--- config.mk ---
export PLATFORM = sky130hd
export DESIGN_NAME = bitmap_slot_allocator_unit_flat
export DESIGN_NICKNAME = d
export VERILOG_FILES = /design/src/bsa_pkg.sv /design/src/bsa_if.sv /design/src/bitmap_slot_allocator_unit.sv /design/src/bsa_ctrl.sv /design/src/bsa_datapath.sv /design/src/flat_wrapper.sv
export SDC_FILE = /design/constraint.sdc
export NUM_CORES = 2
export LEC_CHECK = 0
export ABC_CLOCK_PERIOD_IN_PS = 39100
export BUFFER_PORTS_ARGS = -buffer_cell sky130_fd_sc_hd__buf_2
export CAP_MARGIN = 25
export CORE_MARGIN = 2
export CORE_UTILIZATION = 50
export CTS_BUF_LIST = sky130_fd_sc_hd__clkbuf_4 sky130_fd_sc_hd__clkbuf_8 sky130_fd_sc_hd__clkbuf_16
export CTS_CLUSTER_DIAMETER = 120
export DETAILED_ROUTE_END_ITERATION = 12
export GPL_ROUTABILITY_DRIVEN = 1
export MAX_ROUTING_LAYER = met4
export PLACE_DENSITY = 0.65
export SETUP_SLACK_MARGIN = 0.5
export SYNTH_ARGS = -nofsm -noshare
export SYNTH_HDL_FRONTEND = slang
export SYNTH_SLANG_ARGS = --single-unit
--- constraint.sdc ---
create_clock -name clk -period 39.1 [get_ports clk]
set_input_delay 7.82 -clock clk [delete_from_list [all_inputs] [get_ports clk]]
set_output_delay 7.82 -clock clk [all_outputs]
set_load 0.01 [all_outputs]
--- src/bsa_pkg.sv ---
`timescale 1ns / 1ps

package bsa_pkg;

  // Field widths of the request, response and configuration port
  localparam int OP_W       = 1;
  localparam int SLOT_W     = 10;
  localparam int ADDR_W     = 64;
  localparam int STATUS_W   = 2;
  localparam int STRIDE_W   = 16;
  localparam int COUNT_W    = 11;
  localparam int CFG_IDX_W  = 3;
  localparam int CFG_DATA_W = 64;

  // Compare width that holds any slot index or count (up to 65536)
  localparam int CMP_W = 17;

  // Operation codes
  localparam logic [OP_W-1:0] OP_ALLOC = 1'b0;
  localparam logic [OP_W-1:0] OP_FREE  = 1'b1;

  // Response status codes
  typedef enum logic [STATUS_W-1:0] {
    ST_OK           = 2'd0,
    ST_NO_SLOT      = 2'd1,
    ST_OUT_OF_RANGE = 2'd2
  } status_t;

  // Configuration register indexes
  typedef enum logic [CFG_IDX_W-1:0] {
    REG_SLOTS_IN_USE   = 3'd0,
    REG_FIRST_BASE     = 3'd1,
    REG_SECOND_BASE    = 3'd2,
    REG_SLOT_STRIDE    = 3'd3,
    REG_SECOND_ENABLED = 3'd4
  } cfg_reg_t;

  // Configuration register set
  typedef struct packed {
    logic [COUNT_W-1:0]  slots_in_use;
    logic [ADDR_W-1:0]   first_base_address;
    logic [ADDR_W-1:0]   second_base_address;
    logic [STRIDE_W-1:0] slot_stride;
    logic                second_enabled;
  } cfg_t;

  // Controller states
  typedef enum logic [2:0] {
    S_CLEAR,
    S_IDLE,
    S_FETCH,
    S_MULT,
    S_LOAD
  } ctl_state_t;

  // Commands from controller to datapath
  typedef struct packed {
    logic clear_wr;
    logic accept;
    logic fetch;
    logic mult;
    logic load;
  } ctl_cmd_t;

  // Status from datapath to controller
  typedef struct packed {
    logic clear_done;
    logic out_room;
  } dp_sts_t;

endpackage

--- src/bsa_if.sv ---
`timescale 1ns / 1ps

// Request channel: operation and slot to release
interface bsa_req_if;
  logic                        valid;
  logic                        ready;
  logic [bsa_pkg::OP_W-1:0]    op;
  logic [bsa_pkg::SLOT_W-1:0]  free_slot;

  modport source (output valid, output op, output free_slot, input ready);
  modport sink   (input valid, input op, input free_slot, output ready);
endinterface

// Response channel: status, slot and the two addresses
interface bsa_rsp_if;
  logic                          valid;
  logic                          ready;
  logic [bsa_pkg::STATUS_W-1:0]  status;
  logic [bsa_pkg::SLOT_W-1:0]    slot_number;
  logic [bsa_pkg::ADDR_W-1:0]    first_address;
  logic [bsa_pkg::ADDR_W-1:0]    second_address;

  modport source (output valid, output status, output slot_number,
                  output first_address, output second_address, input ready);
  modport sink   (input valid, input status, input slot_number,
                  input first_address, input second_address, output ready);
endinterface

--- src/bitmap_slot_allocator_unit.sv ---
`timescale 1ns / 1ps

// First-fit slot allocator over a free map of NUM_SLOTS bits held as rows of GROUP_BITS.
// After reset the block runs a clearing pass over all ceil(NUM_SLOTS / GROUP_BITS) rows with
// ready low; configuration writes are taken during it. Each transaction then takes four
// steps from accept to result: one to pick the lowest nonempty row from the summary bits
// and read it, one to priority-encode and write the row back, one for the index times
// stride multiply, and one to load the output register. The controller walks these four
// steps for one transaction at a time, so a new transaction is accepted only after the last
// one has loaded its result; a result waiting in the output register does not block
// the next accept, but holds that transaction at its load step until the result is taken.

module bitmap_slot_allocator_unit #(
  parameter int NUM_SLOTS  = 1024,
  parameter int GROUP_BITS = 64
) (
  input  logic                               clk,
  input  logic                               rst,
  input  logic                               cfg_we,
  input  logic [bsa_pkg::CFG_IDX_W-1:0]      cfg_index,
  input  logic [bsa_pkg::CFG_DATA_W-1:0]     cfg_wdata,
  bsa_req_if.sink                            req_ch,
  bsa_rsp_if.source                          rsp_ch
);

  bsa_pkg::cfg_t     cfg;
  bsa_pkg::ctl_cmd_t cmd;
  bsa_pkg::dp_sts_t  sts;

  // Configuration registers
  always_ff @(posedge clk) begin
    if (rst) begin
      cfg.slots_in_use        <= bsa_pkg::COUNT_W'(1024);
      cfg.first_base_address  <= '0;
      cfg.second_base_address <= '0;
      cfg.slot_stride         <= bsa_pkg::STRIDE_W'(32);
      cfg.second_enabled      <= 1'b0;
    end else if (cfg_we) begin
      unique case (bsa_pkg::cfg_reg_t'(cfg_index))
        bsa_pkg::REG_SLOTS_IN_USE:
          cfg.slots_in_use <= cfg_wdata[bsa_pkg::COUNT_W-1:0];
        bsa_pkg::REG_FIRST_BASE:
          cfg.first_base_address <= cfg_wdata;
        bsa_pkg::REG_SECOND_BASE:
          cfg.second_base_address <= cfg_wdata;
        bsa_pkg::REG_SLOT_STRIDE:
          cfg.slot_stride <= cfg_wdata[bsa_pkg::STRIDE_W-1:0];
        bsa_pkg::REG_SECOND_ENABLED:
          cfg.second_enabled <= cfg_wdata[0];
        default: begin
          cfg <= cfg;
        end
      endcase
    end
  end

  bsa_ctrl u_ctrl (
    .clk       (clk),
    .rst       (rst),
    .req_valid (req_ch.valid),
    .req_ready (req_ch.ready),
    .sts       (sts),
    .cmd       (cmd)
  );

  bsa_datapath #(
    .NUM_SLOTS  (NUM_SLOTS),
    .GROUP_BITS (GROUP_BITS)
  ) u_datapath (
    .clk            (clk),
    .rst            (rst),
    .cmd            (cmd),
    .sts            (sts),
    .cfg            (cfg),
    .op             (req_ch.op),
    .free_slot      (req_ch.free_slot),
    .out_valid      (rsp_ch.valid),
    .out_ready      (rsp_ch.ready),
    .status         (rsp_ch.status),
    .slot_number    (rsp_ch.slot_number),
    .first_address  (rsp_ch.first_address),
    .second_address (rsp_ch.second_address)
  );

endmodule

--- src/bsa_ctrl.sv ---
`timescale 1ns / 1ps

module bsa_ctrl (
  input  logic              clk,
  input  logic              rst,
  input  logic              req_valid,
  output logic              req_ready,
  input  bsa_pkg::dp_sts_t  sts,
  output bsa_pkg::ctl_cmd_t cmd
);

  bsa_pkg::ctl_state_t state;
  bsa_pkg::ctl_state_t state_next;

  // State register
  always_ff @(posedge clk) begin
    if (rst) begin
      state <= bsa_pkg::S_CLEAR;
    end else begin
      state <= state_next;
    end
  end

  // Next state
  always_comb begin
    state_next = state;
    unique case (state)
      bsa_pkg::S_CLEAR: begin
        if (sts.clear_done) state_next = bsa_pkg::S_IDLE;
      end
      bsa_pkg::S_IDLE: begin
        if (req_valid) state_next = bsa_pkg::S_FETCH;
      end
      bsa_pkg::S_FETCH: begin
        state_next = bsa_pkg::S_MULT;
      end
      bsa_pkg::S_MULT: begin
        state_next = bsa_pkg::S_LOAD;
      end
      bsa_pkg::S_LOAD: begin
        if (sts.out_room) state_next = bsa_pkg::S_IDLE;
      end
      default: begin
        state_next = bsa_pkg::S_CLEAR;
      end
    endcase
  end

  // Commands
  always_comb begin
    cmd       = '0;
    req_ready = 1'b0;
    unique case (state)
      bsa_pkg::S_CLEAR: begin
        cmd.clear_wr = 1'b1;
      end
      bsa_pkg::S_IDLE: begin
        req_ready  = 1'b1;
        cmd.accept = req_valid;
      end
      bsa_pkg::S_FETCH: begin
        cmd.fetch = 1'b1;
      end
      bsa_pkg::S_MULT: begin
        cmd.mult = 1'b1;
      end
      bsa_pkg::S_LOAD: begin
        cmd.load = sts.out_room;
      end
      default: begin
        cmd = '0;
      end
    endcase
  end

endmodule

--- src/bsa_datapath.sv ---
`timescale 1ns / 1ps

module bsa_datapath #(
  parameter int NUM_SLOTS  = 1024,
  parameter int GROUP_BITS = 64
) (
  input  logic                           clk,
  input  logic                           rst,
  input  bsa_pkg::ctl_cmd_t              cmd,
  output bsa_pkg::dp_sts_t               sts,
  input  bsa_pkg::cfg_t                  cfg,
  input  logic [bsa_pkg::OP_W-1:0]       op,
  input  logic [bsa_pkg::SLOT_W-1:0]     free_slot,
  output logic                           out_valid,
  input  logic                           out_ready,
  output logic [bsa_pkg::STATUS_W-1:0]   status,
  output logic [bsa_pkg::SLOT_W-1:0]     slot_number,
  output logic [bsa_pkg::ADDR_W-1:0]     first_address,
  output logic [bsa_pkg::ADDR_W-1:0]     second_address
);

  localparam int NUM_GROUPS = (NUM_SLOTS + GROUP_BITS - 1) / GROUP_BITS;
  localparam int RW         = (NUM_GROUPS > 1) ? $clog2(NUM_GROUPS) : 1;
  localparam int BW         = $clog2(GROUP_BITS);
  localparam int IW         = $clog2(NUM_SLOTS);
  localparam int LAST_VALID = NUM_SLOTS - (NUM_GROUPS - 1) * GROUP_BITS;
  localparam logic [RW-1:0] LAST_ROW = RW'(NUM_GROUPS - 1);
  localparam int CW         = bsa_pkg::CMP_W;

  // Reciprocal for splitting a 10-bit slot into row and bit
  localparam int DIV_SH = 20;
  localparam int RECIP  = ((1 << DIV_SH) + GROUP_BITS - 1) / GROUP_BITS;
  localparam int PW     = bsa_pkg::SLOT_W + DIV_SH;

  // Free map words and per-row nonempty summary
  logic [GROUP_BITS-1:0] mem [NUM_GROUPS];
  logic [NUM_GROUPS-1:0] nonempty;
  logic [GROUP_BITS-1:0] rdata;

  logic [RW-1:0]         clr_row;
  logic [GROUP_BITS-1:0] fill;

  logic [bsa_pkg::OP_W-1:0]   op_q;
  logic [RW-1:0]              grp_q;
  logic [BW-1:0]              bit_q;
  logic                       any_q;
  logic                       req_ok_q;
  bsa_pkg::status_t           status_q;
  logic                       ok_q;
  logic [IW-1:0]              idx_q;
  logic [31:0]                prod_q;

  logic [RW-1:0]         first_grp;
  logic                  grp_found;
  logic [PW-1:0]         row_prod;
  logic [bsa_pkg::SLOT_W-1:0] req_row;
  logic [bsa_pkg::SLOT_W-1:0] row_base;
  logic                  req_ok;

  logic [BW-1:0]         low_bit;
  logic [CW-1:0]         alloc_idx;
  logic                  alloc_ok;
  logic [GROUP_BITS-1:0] alloc_mask;
  logic [GROUP_BITS-1:0] free_mask;
  logic [GROUP_BITS-1:0] alloc_word;

  logic                  mem_we;
  logic [RW-1:0]         mem_waddr;
  logic [GROUP_BITS-1:0] mem_wdata;
  logic                  sum_we;
  logic                  sum_val;

  // Lowest row that still holds a free slot
  always_comb begin
    first_grp = '0;
    grp_found = 1'b0;
    for (int i = NUM_GROUPS - 1; i >= 0; i--) begin
      if (nonempty[i]) begin
        first_grp = RW'(i);
        grp_found = 1'b1;
      end
    end
  end

  // Split the slot to release into row and bit
  assign row_prod = PW'(free_slot) * PW'(RECIP);
  assign req_row  = row_prod[PW-1:DIV_SH];
  assign row_base = bsa_pkg::SLOT_W'(req_row * bsa_pkg::SLOT_W'(GROUP_BITS));
  assign req_ok   = (CW'(free_slot) < CW'(cfg.slots_in_use)) &&
                    (CW'(free_slot) < CW'(NUM_SLOTS));

  // Capture the request and read its row
  always_ff @(posedge clk) begin
    if (cmd.accept) begin
      op_q     <= op;
      any_q    <= grp_found;
      req_ok_q <= req_ok;
      bit_q    <= BW'(free_slot - row_base);
      grp_q    <= (op == bsa_pkg::OP_FREE) ? RW'(req_row) : first_grp;
      rdata    <= (op == bsa_pkg::OP_FREE) ? mem[RW'(req_row)] : mem[first_grp];
    end
  end

  // Lowest free bit of the fetched word
  always_comb begin
    low_bit = '0;
    for (int i = GROUP_BITS - 1; i >= 0; i--) begin
      if (rdata[i]) low_bit = BW'(i);
    end
  end

  assign alloc_idx  = CW'(grp_q) * CW'(GROUP_BITS) + CW'(low_bit);
  assign alloc_ok   = any_q && (alloc_idx < CW'(cfg.slots_in_use));
  assign alloc_mask = GROUP_BITS'(1) << low_bit;
  assign free_mask  = GROUP_BITS'(1) << bit_q;
  assign alloc_word = rdata & ~alloc_mask;

  // Fill pattern for the clearing pass; bits past the last slot stay used
  always_comb begin
    for (int i = 0; i < GROUP_BITS; i++) begin
      fill[i] = (clr_row != LAST_ROW) || (i < LAST_VALID);
    end
  end

  // Map write port: clearing pass, then read-modify-write of one row
  always_comb begin
    mem_we    = 1'b0;
    mem_waddr = grp_q;
    mem_wdata = rdata;
    sum_we    = 1'b0;
    sum_val   = 1'b0;
    priority if (cmd.clear_wr) begin
      mem_we    = 1'b1;
      mem_waddr = clr_row;
      mem_wdata = fill;
    end else if (cmd.fetch && op_q == bsa_pkg::OP_ALLOC && alloc_ok) begin
      mem_we    = 1'b1;
      mem_wdata = alloc_word;
      sum_we    = 1'b1;
      sum_val   = |alloc_word;
    end else if (cmd.fetch && op_q == bsa_pkg::OP_FREE && req_ok_q) begin
      mem_we    = 1'b1;
      mem_wdata = rdata | free_mask;
      sum_we    = 1'b1;
      sum_val   = 1'b1;
    end
  end

  always_ff @(posedge clk) begin
    if (mem_we) mem[mem_waddr] <= mem_wdata;
  end

  // Summary bits and clearing counter
  always_ff @(posedge clk) begin
    if (rst) begin
      nonempty <= '1;
      clr_row  <= '0;
    end else begin
      if (sum_we) nonempty[mem_waddr] <= sum_val;
      if (cmd.clear_wr) clr_row <= clr_row + RW'(1);
    end
  end

  assign sts.clear_done = (clr_row == LAST_ROW);
  assign sts.out_room   = !out_valid || out_ready;

  // Record the outcome of the row update
  always_ff @(posedge clk) begin
    if (cmd.fetch) begin
      if (op_q == bsa_pkg::OP_ALLOC) begin
        status_q <= alloc_ok ? bsa_pkg::ST_OK : bsa_pkg::ST_NO_SLOT;
        ok_q     <= alloc_ok;
        idx_q    <= IW'(alloc_idx);
      end else begin
        status_q <= req_ok_q ? bsa_pkg::ST_OK : bsa_pkg::ST_OUT_OF_RANGE;
        ok_q     <= 1'b0;
        idx_q    <= '0;
      end
    end
  end

  // Slot offset
  always_ff @(posedge clk) begin
    if (cmd.mult) prod_q <= 32'(idx_q) * 32'(cfg.slot_stride);
  end

  // Output register
  always_ff @(posedge clk) begin
    if (cmd.load) begin
      status         <= status_q;
      slot_number    <= ok_q ? bsa_pkg::SLOT_W'(idx_q) : '0;
      first_address  <= ok_q ? cfg.first_base_address + 64'(prod_q) : '0;
      second_address <= (ok_q && cfg.second_enabled) ?
                        cfg.second_base_address + 64'(prod_q) : '0;
    end
  end

  always_ff @(posedge clk) begin
    if (rst) begin
      out_valid <= 1'b0;
    end else if (cmd.load) begin
      out_valid <= 1'b1;
    end else if (out_ready) begin
      out_valid <= 1'b0;
    end
  end

  // A granted slot lies below the configured and built counts
  a_grant_in_range: assert property (@(posedge clk) disable iff (rst)
    cmd.load && ok_q |-> (CW'(idx_q) < CW'(cfg.slots_in_use)) &&
                         (CW'(idx_q) < CW'(NUM_SLOTS)))
    else $error("granted slot out of range");

  // The summary never marks a row nonempty whose word is all used
  a_summary_match: assert property (@(posedge clk) disable iff (rst)
    cmd.fetch && op_q == bsa_pkg::OP_ALLOC && any_q |-> rdata != '0)
    else $error("summary bit set for a full row");

  // The output register is never overwritten while it still holds a result
  a_no_overwrite: assert property (@(posedge clk) disable iff (rst)
    cmd.load |-> !out_valid || out_ready)
    else $error("result overwritten");

  // Row updates stay inside the map
  a_row_in_map: assert property (@(posedge clk) disable iff (rst)
    mem_we |-> mem_waddr <= LAST_ROW)
    else $error("map write past last row");

endmodule
--- src/flat_wrapper.sv ---
// flat-port wrapper written by rule: the top's interface ports become plain ports
module bitmap_slot_allocator_unit_flat 
#(
  parameter int NUM_SLOTS  = 1024,
  parameter int GROUP_BITS = 64
)
  (clk, rst, cfg_we, cfg_index, cfg_wdata, req_ch_valid, req_ch_op, req_ch_free_slot, req_ch_ready, rsp_ch_valid, rsp_ch_status, rsp_ch_slot_number, rsp_ch_first_address, rsp_ch_second_address, rsp_ch_ready);
  bsa_req_if req_ch_i ();
  bsa_rsp_if rsp_ch_i ();
  input  logic clk;
  input  logic rst;
  input  logic cfg_we;
  input  logic [bsa_pkg::CFG_IDX_W-1:0] cfg_index;
  input  logic [bsa_pkg::CFG_DATA_W-1:0] cfg_wdata;
  input wire logic [$bits(req_ch_i.valid)-1:0] req_ch_valid;
  input wire logic [$bits(req_ch_i.op)-1:0] req_ch_op;
  input wire logic [$bits(req_ch_i.free_slot)-1:0] req_ch_free_slot;
  output wire logic [$bits(req_ch_i.ready)-1:0] req_ch_ready;
  output wire logic [$bits(rsp_ch_i.valid)-1:0] rsp_ch_valid;
  output wire logic [$bits(rsp_ch_i.status)-1:0] rsp_ch_status;
  output wire logic [$bits(rsp_ch_i.slot_number)-1:0] rsp_ch_slot_number;
  output wire logic [$bits(rsp_ch_i.first_address)-1:0] rsp_ch_first_address;
  output wire logic [$bits(rsp_ch_i.second_address)-1:0] rsp_ch_second_address;
  input wire logic [$bits(rsp_ch_i.ready)-1:0] rsp_ch_ready;
  assign req_ch_i.valid = req_ch_valid;
  assign req_ch_i.op = req_ch_op;
  assign req_ch_i.free_slot = req_ch_free_slot;
  assign req_ch_ready = req_ch_i.ready;
  assign rsp_ch_valid = rsp_ch_i.valid;
  assign rsp_ch_status = rsp_ch_i.status;
  assign rsp_ch_slot_number = rsp_ch_i.slot_number;
  assign rsp_ch_first_address = rsp_ch_i.first_address;
  assign rsp_ch_second_address = rsp_ch_i.second_address;
  assign rsp_ch_i.ready = rsp_ch_ready;
  bitmap_slot_allocator_unit #(.NUM_SLOTS(NUM_SLOTS), .GROUP_BITS(GROUP_BITS)) u_core (.clk(clk), .rst(rst), .cfg_we(cfg_we), .cfg_index(cfg_index), .cfg_wdata(cfg_wdata), .req_ch(req_ch_i), .rsp_ch(rsp_ch_i));
endmodule
-- Yosys cells after proc, flatten, opt, wreduce, memory -nomap -nowiden
Memories as Yosys holds them, arrays and structs flattened.
Cells that the tools add are included.
- add/sub/neg operators: 5
- $mul: 1
- magnitude comparators: 4
- equality and inequality tests: 12
- shift-type cells: 2
- multiplexer cells: 113
- bitwise operators: 4
- reductions and logical operators: 20
- operators by type and width (kind ; count):
    6-bit two-way mux ; 64
    64-bit two-way mux ; 4
    64-bit by 26-bit adder with 64-bit output ; 2
    1-bit by 6-bit << shifter with 64-bit output (first input constant) ; 2
    4-bit two-way mux ; 18
    64-bit AND ; 1
    64-bit inverter ; 1
    64-bit OR ; 1
    64-bit OR reduction ; 1
    10-bit by 16-bit multiplier with 26-bit output ; 1
    1-bit two-way mux ; 19
    16-bit bitwise mux ; 1
    3-bit one-hot mux with 5 select lines ; 1
    15-bit OR reduction ; 1
    3-bit by 2-bit equality test with 1-bit output (second input constant) ; 4
    10-bit by 6-bit adder with 11-bit output ; 1
    10-bit by 11-bit less-than comparator with 1-bit output ; 1
    11-bit less-than comparator ; 1
    2-bit AND reduction ; 5
    3-bit two-way mux ; 3
    1-bit logical AND ; 7
    3-bit by 1-bit equality test with 1-bit output (second input constant) ; 2
    3-bit equality test (second input constant) ; 2
    3-bit logical NOT ; 2
    other kinds (14) ; 16
- flip-flop bits (word level): 436
- memory bits (writable): 1024
- input bits: 83
- output and inout port bits: 142
- memories: 1
- memory list (name ; words ; bits a word ; read ports ; clocked after Yosys merged registers in ; wr ports ; line ; RTL):
    u_core.u_datapath.mem ; 16 ; 64 ; 2 ; 0 ; 1 ; bsa_datapath.sv:36 ; logic [GROUP_BITS-1:0] mem [NUM_GROUPS];

-- Depth between registers and ports, before layout
- depth in word-level cells: 72
- mapped depth: 23

-- By module
Synthesis repeated with hierarchy kept, for this count alone.
- cell total of the unflattened synthesis: 6086
- area, all modules: 76612.2 um2
- modules (own cells, without submodules) (module ; instances ; cells an instance ; area an instance (um2)):
    bsa_datapath ; 1 ; 5488 ; 70128.5
    bitmap_slot_allocator_unit ; 1 ; 580 ; 6316.1
    bsa_ctrl ; 1 ; 18 ; 167.7

-- Worst setup path after synthesis
OpenSTA, ideal clock, no wires.
- kind: input port to flip-flop
- from: input port rsp_ch_ready
- to: register u_core.u_datapath.first_address[0] (netlist bit) (enable)
- arrival time: 17.465 ns
- required time: 38.289 ns
- slack: 20.824 ns
- stages on the path: 3
- cells stage by stage: nand2b_1 -> nand2_1 -> nor3_1
- RTL lines (item ; line ; RTL):
    start: declaration ; flat_wrapper.sv:24 ; input wire logic [$bits(rsp_ch_i.ready)-1:0] rsp_ch_ready;
    end signal: assignment ; bsa_datapath.sv:192 ; first_address <= ok_q ? cfg.first_base_address + 64'(prod_q) : '0;
    end: declaration ; bsa_datapath.sv:18 ; output logic [bsa_pkg::ADDR_W-1:0] first_address,

-- Worst setup path in the final report
- from: input port req_ch_free_slot[6]
- to: register u_core.u_datapath.rdata[4] (data pin)
- longest elaborated chain between the ends: 2
- RTL lines (item ; line ; RTL):
    start: declaration ; flat_wrapper.sv:17 ; input wire logic [$bits(req_ch_i.free_slot)-1:0] req_ch_free_slot;
    memory 16 x 64 bit ; n/a ;
    64-bit two-way mux ; bsa_datapath.sv:100 ; rdata <= (op == bsa_pkg::OP_FREE) ? mem[RW'(req_row)] : mem[first_grp];
    end signal: assignment ; bsa_datapath.sv:100 ;
    end: declaration ; bsa_datapath.sv:38 ; logic [GROUP_BITS-1:0] rdata;
No other way between the ends.
A chain may end at the register's enable or synchronous reset.

==> results by group <==
Synthesis
  • Area leader, netlist: sky130_fd_sc_hd__edfxtp_1
  • Distinct cell type count after synthesis: 89
  • Synth area leaders: sky130_fd_sc_hd__edfxtp_1 51%, sky130_fd_sc_hd__mux4_2 9.5%, sky130_fd_sc_hd__nand2_1 5.4%, sky130_fd_sc_hd__dfxtp_1 4.7%, sky130_fd_sc_hd__a211oi_1 4.1%
  • Avg Synthesized Cell Area: 12.12 um^2
  • Most frequent cell after synthesis: sky130_fd_sc_hd__edfxtp_1
  • Cell area after synthesis: around 76000 um^2
  • Number of enable-type register cells in the synthesized netlist: 1280
  • Sequential cell area fraction in the yosys report: between 50% and 60%
  • Post-Synthesis Cells: 6265
  • Number of warnings printed during yosys synthesis: 0
  • Share of synthesized registers carrying an async set or reset: 0%
  • Synthesized flop and latch total: between 1000 and 1500
  • Commonest cells in the synthesized netlist: 1280 x sky130_fd_sc_hd__edfxtp_1, 1092 x sky130_fd_sc_hd__nand2_1, 414 x sky130_fd_sc_hd__a211oi_1, 404 x sky130_fd_sc_hd__clkbuf_1, 351 x sky130_fd_sc_hd__and2_1
  • Net Count, Synth: ~6600
  • Area share of the largest cell type after synthesis: 50.61%
  • Flip-flop cell with the highest count after synthesis: sky130_fd_sc_hd__edfxtp_1

STA
  • Unrepaired setup endpoints after global routing: false
  • Pins over their slew limit: 0
  • Final Hold Viols: 0
  • Worst clock skew: 0.02701 ns
  • Max-Slew Margin vs Limit: 22.19%
  • Peak clock frequency supported by timing: 0.09223 GHz
  • Final Critical Period: 10.84 ns
  • Slack of the critical path: ~28 ns
  • Total Negative Setup Slacks: 0 ns
  • Slew @ Worst Pin: ~1.2 ns
  • Final number of setup-violating endpoints: 0
  • Share of the cycle needed by the critical path after routing: 27.73%

Global route
  • Antenna violations before repair: 9
  • First-pass GRT wire length: 342000 um
  • Vias in the first global route: 52960
  • Sum of overflow across all layers after global routing: 0
  • Largest net degree at the start of global routing: between 200 and 250
  • Aggregate global-route resource usage: ~30%

Routing
  • Number of vias per cell: approximately 6.5
  • Final wirelength: 230600 um
  • Length of the first detailed-routing pass in iterations: 6
  • Average wire per cell in the routed design: 27.11 um
  • Residual DRC count: 0
  • Total number of vias: 55300
  • Remaining antenna violation count: 0
  • Violation count after the first detailed-routing iteration: 6737

Cells and area
  • Post-Layout Inst Area: approximately 85000 um^2
  • Final instance count without filler cells: 8507
  • Fraction of layout instances using a drive strength above 1: 15.80%
  • Layout overhead on the synthesized area: 11.32%
  • Layout net count: ~6700
  • Number of fill cells in the layout: around 12000

Setup path
  • Data required time at the worst endpoint: 39.62 ns
  • Crit Path Category: input port to flop
  • Endpoint type of the worst setup path: flop
  • Sort of element at the start of the critical path: input port
  • Critical path fanouts, max: 74
  • CP Data Arrival Time: approximately 11 ns

Clocking
  • Maximum level of the CTS H-tree: 4
  • Deepest clock path buffer count: 3
  • Master cell of the clock root buffer: sky130_fd_sc_hd__clkbuf_16
  • Clock insertion delay at the later pin of the skew report: roughly 0.81 ns
  • Post-cts sizing count: 0
  • Clock buffer count from CTS: 152
  • CTS tree: built
  • Number of hold buffers added after CTS: 0
  • Clock slew at reported path FFs: 0.06 ns
  • Sinks on Clock Net: 1460
  • Setup Fix Bufs, Post-CTS: 0

Power
  • Static Leak: about 28 nW
  • Maximum ir drop on the vdd rail: between 0.00004 and 0.00005 V
  • Overall power: 3.341 mW
  • Power per Cell Area: 39.51 nW/um^2

Die
  • Initial core utilization: between 50% and 60%
  • Io pins: around 230
  • Die Wd: 393.8 um
  • DIE AREA: between 150000 and 200000 um^2
  • Floorplan row count: 143
  • Standard cell core area: 151400 um^2
  • Die Height: 393.8 um

Place
  • HPWL after detailed placement: 137500 um
  • Placed inst area: approximately 80000 um^2
  • Number of buffer cells added on primary ports: 224
  • Final RePlAce weighted congestion: 1.040
  • Inst Count DP: 8214
  • Worst slack at placement: 27.13 ns

Worst hold path
  • Path category of the worst min-delay check: flop to flop

Job
  • Max-cap check violation count: 0

Outcome
  • Outcome: finished clean
[where the power goes]
group / total (mW) / switching [mW] / internal (mW)
Combinational: 0.169 / 0.104 / 0.0651
Sequential: 1.70 / 0.00689 / 1.69
Clock: 1.47 / 0.626 / 0.849
[through the flow]
step	hold WS, ns	util (%)
2_1_floorplan	0.4003	-
3_3_place_gp	0.4126	52.34
3_5_place_dp	0.4072	52.39
4_1_cts	0.4209	55.76
5_1_grt	0.4407	55.86
6_report	0.4212	55.86
[cell type report]
type	instances	area, um^2	share of cell area, %
clock inverter	105	1047	1.239
multi-input combinational	4183	31780	37.59
sequential	1460	42040	49.72
clock buffer	175	4048	4.787
tap	2030	2540	3.004
inverter	172	645.6	0.7636
antenna	7	17.52	0.02072
timing repair buffer	375	2431	2.875
[placed cells by master, fill, tap and decap left out, types with 34 or more instances in the layout]
cell type	count
sky130_fd_sc_hd__a211oi_1	414
sky130_fd_sc_hd__a21oi_1	295
sky130_fd_sc_hd__a311oi_1	130
sky130_fd_sc_hd__a31oi_1	157
sky130_fd_sc_hd__and2_1	350
sky130_fd_sc_hd__buf_2	219
sky130_fd_sc_hd__buf_4	141
sky130_fd_sc_hd__clkbuf_16	155
sky130_fd_sc_hd__clkinv_1	34
sky130_fd_sc_hd__dfxtp_1	180
sky130_fd_sc_hd__edfxtp_1	1280
sky130_fd_sc_hd__fa_1	112
sky130_fd_sc_hd__ha_1	132
sky130_fd_sc_hd__inv_1	169
sky130_fd_sc_hd__mux4_2	320
sky130_fd_sc_hd__nand2_1	1090
sky130_fd_sc_hd__nand3_1	61
sky130_fd_sc_hd__nand4_1	48
sky130_fd_sc_hd__nor2_1	225
sky130_fd_sc_hd__nor3_1	56
sky130_fd_sc_hd__o21ai_0	132
sky130_fd_sc_hd__o31ai_1	92
sky130_fd_sc_hd__xnor2_1	62
[path summary, 6_finish.rpt]
kind | from | to | slack (ns) | cells past startpoint
setup / recovery | req_ch_free_slot[6] | u_core.u_datapath.rdata[4]$_DFFE_PP_ | 28.26 | 8
hold / removal | u_core.u_datapath.status_q[1]$_SDFFCE_PN0N_ | u_core.u_datapath.status[1]$_DFFE_PP_ | 0.42 | 0
setup reg to reg | u_core.u_datapath.rdata[26]$_DFFE_PP_ | u_core.u_datapath.mem[7][50]$_DFFE_PP_ | 30.81 | 19
hold reg to reg | u_core.u_datapath.status_q[1]$_SDFFCE_PN0N_ | u_core.u_datapath.status[1]$_DFFE_PP_ | 0.42 | 0
[metal layers]
layer / track usage [%] / routed length [um] / part of all wire (%) / up-vias
li1: - / - / - / 24060
met1: 40.36 / 92950 / 40 / 27770
met5: - / 0 / 0 / -
met4: 11.64 / 9156 / 4.0 / 0
met3: 4.477 / 20340 / 8.8 / 530
met2: 46.86 / 108200 / 47 / 2941
[sequential cells by signal, indices dropped and copies added, names as in the netlist]
signal,cells
u_core.cfg,156
u_core.u_ctrl.state,3
u_core.u_datapath.any_q,1
u_core.u_datapath.bit_q,6
u_core.u_datapath.clr_row,4
u_core.u_datapath.first_address,64
u_core.u_datapath.grp_q,4
u_core.u_datapath.idx_q,10
u_core.u_datapath.mem,1024
u_core.u_datapath.nonempty,16
u_core.u_datapath.ok_q,1
u_core.u_datapath.op_q,1
u_core.u_datapath.out_valid,1
u_core.u_datapath.prod_q,26
u_core.u_datapath.rdata,64
u_core.u_datapath.req_ok_q,1
u_core.u_datapath.second_address,64
u_core.u_datapath.slot_number,10
u_core.u_datapath.status,2
u_core.u_datapath.status_q,2
[worst max-delay path, cell delays in order]
cell	delay [ns]
sky130_fd_sc_hd__buf_8	0.68
sky130_fd_sc_hd__buf_4	0.73
sky130_fd_sc_hd__buf_4	0.43
sky130_fd_sc_hd__buf_16	0.31
sky130_fd_sc_hd__mux4_2	0.56
sky130_fd_sc_hd__mux4_2	0.50
sky130_fd_sc_hd__nand2_1	0.09
sky130_fd_sc_hd__o31ai_1	0.08
[logic make-up after synthesis]
group                      count (synthesis)  share of synthesized area (%)
and+or+nand+nor                         2087                          12.90
DFF                                     1460                          55.35
AOI/OAI and AO/OA                       1432                          12.87
buffers and inverters                    622                          3.102
muxes                                    330                          9.622
adders and majority gates                244                          5.126
xor gates and xnor gates                  90                          1.038
No activity file was read; power rests on OpenSTA's default activity.
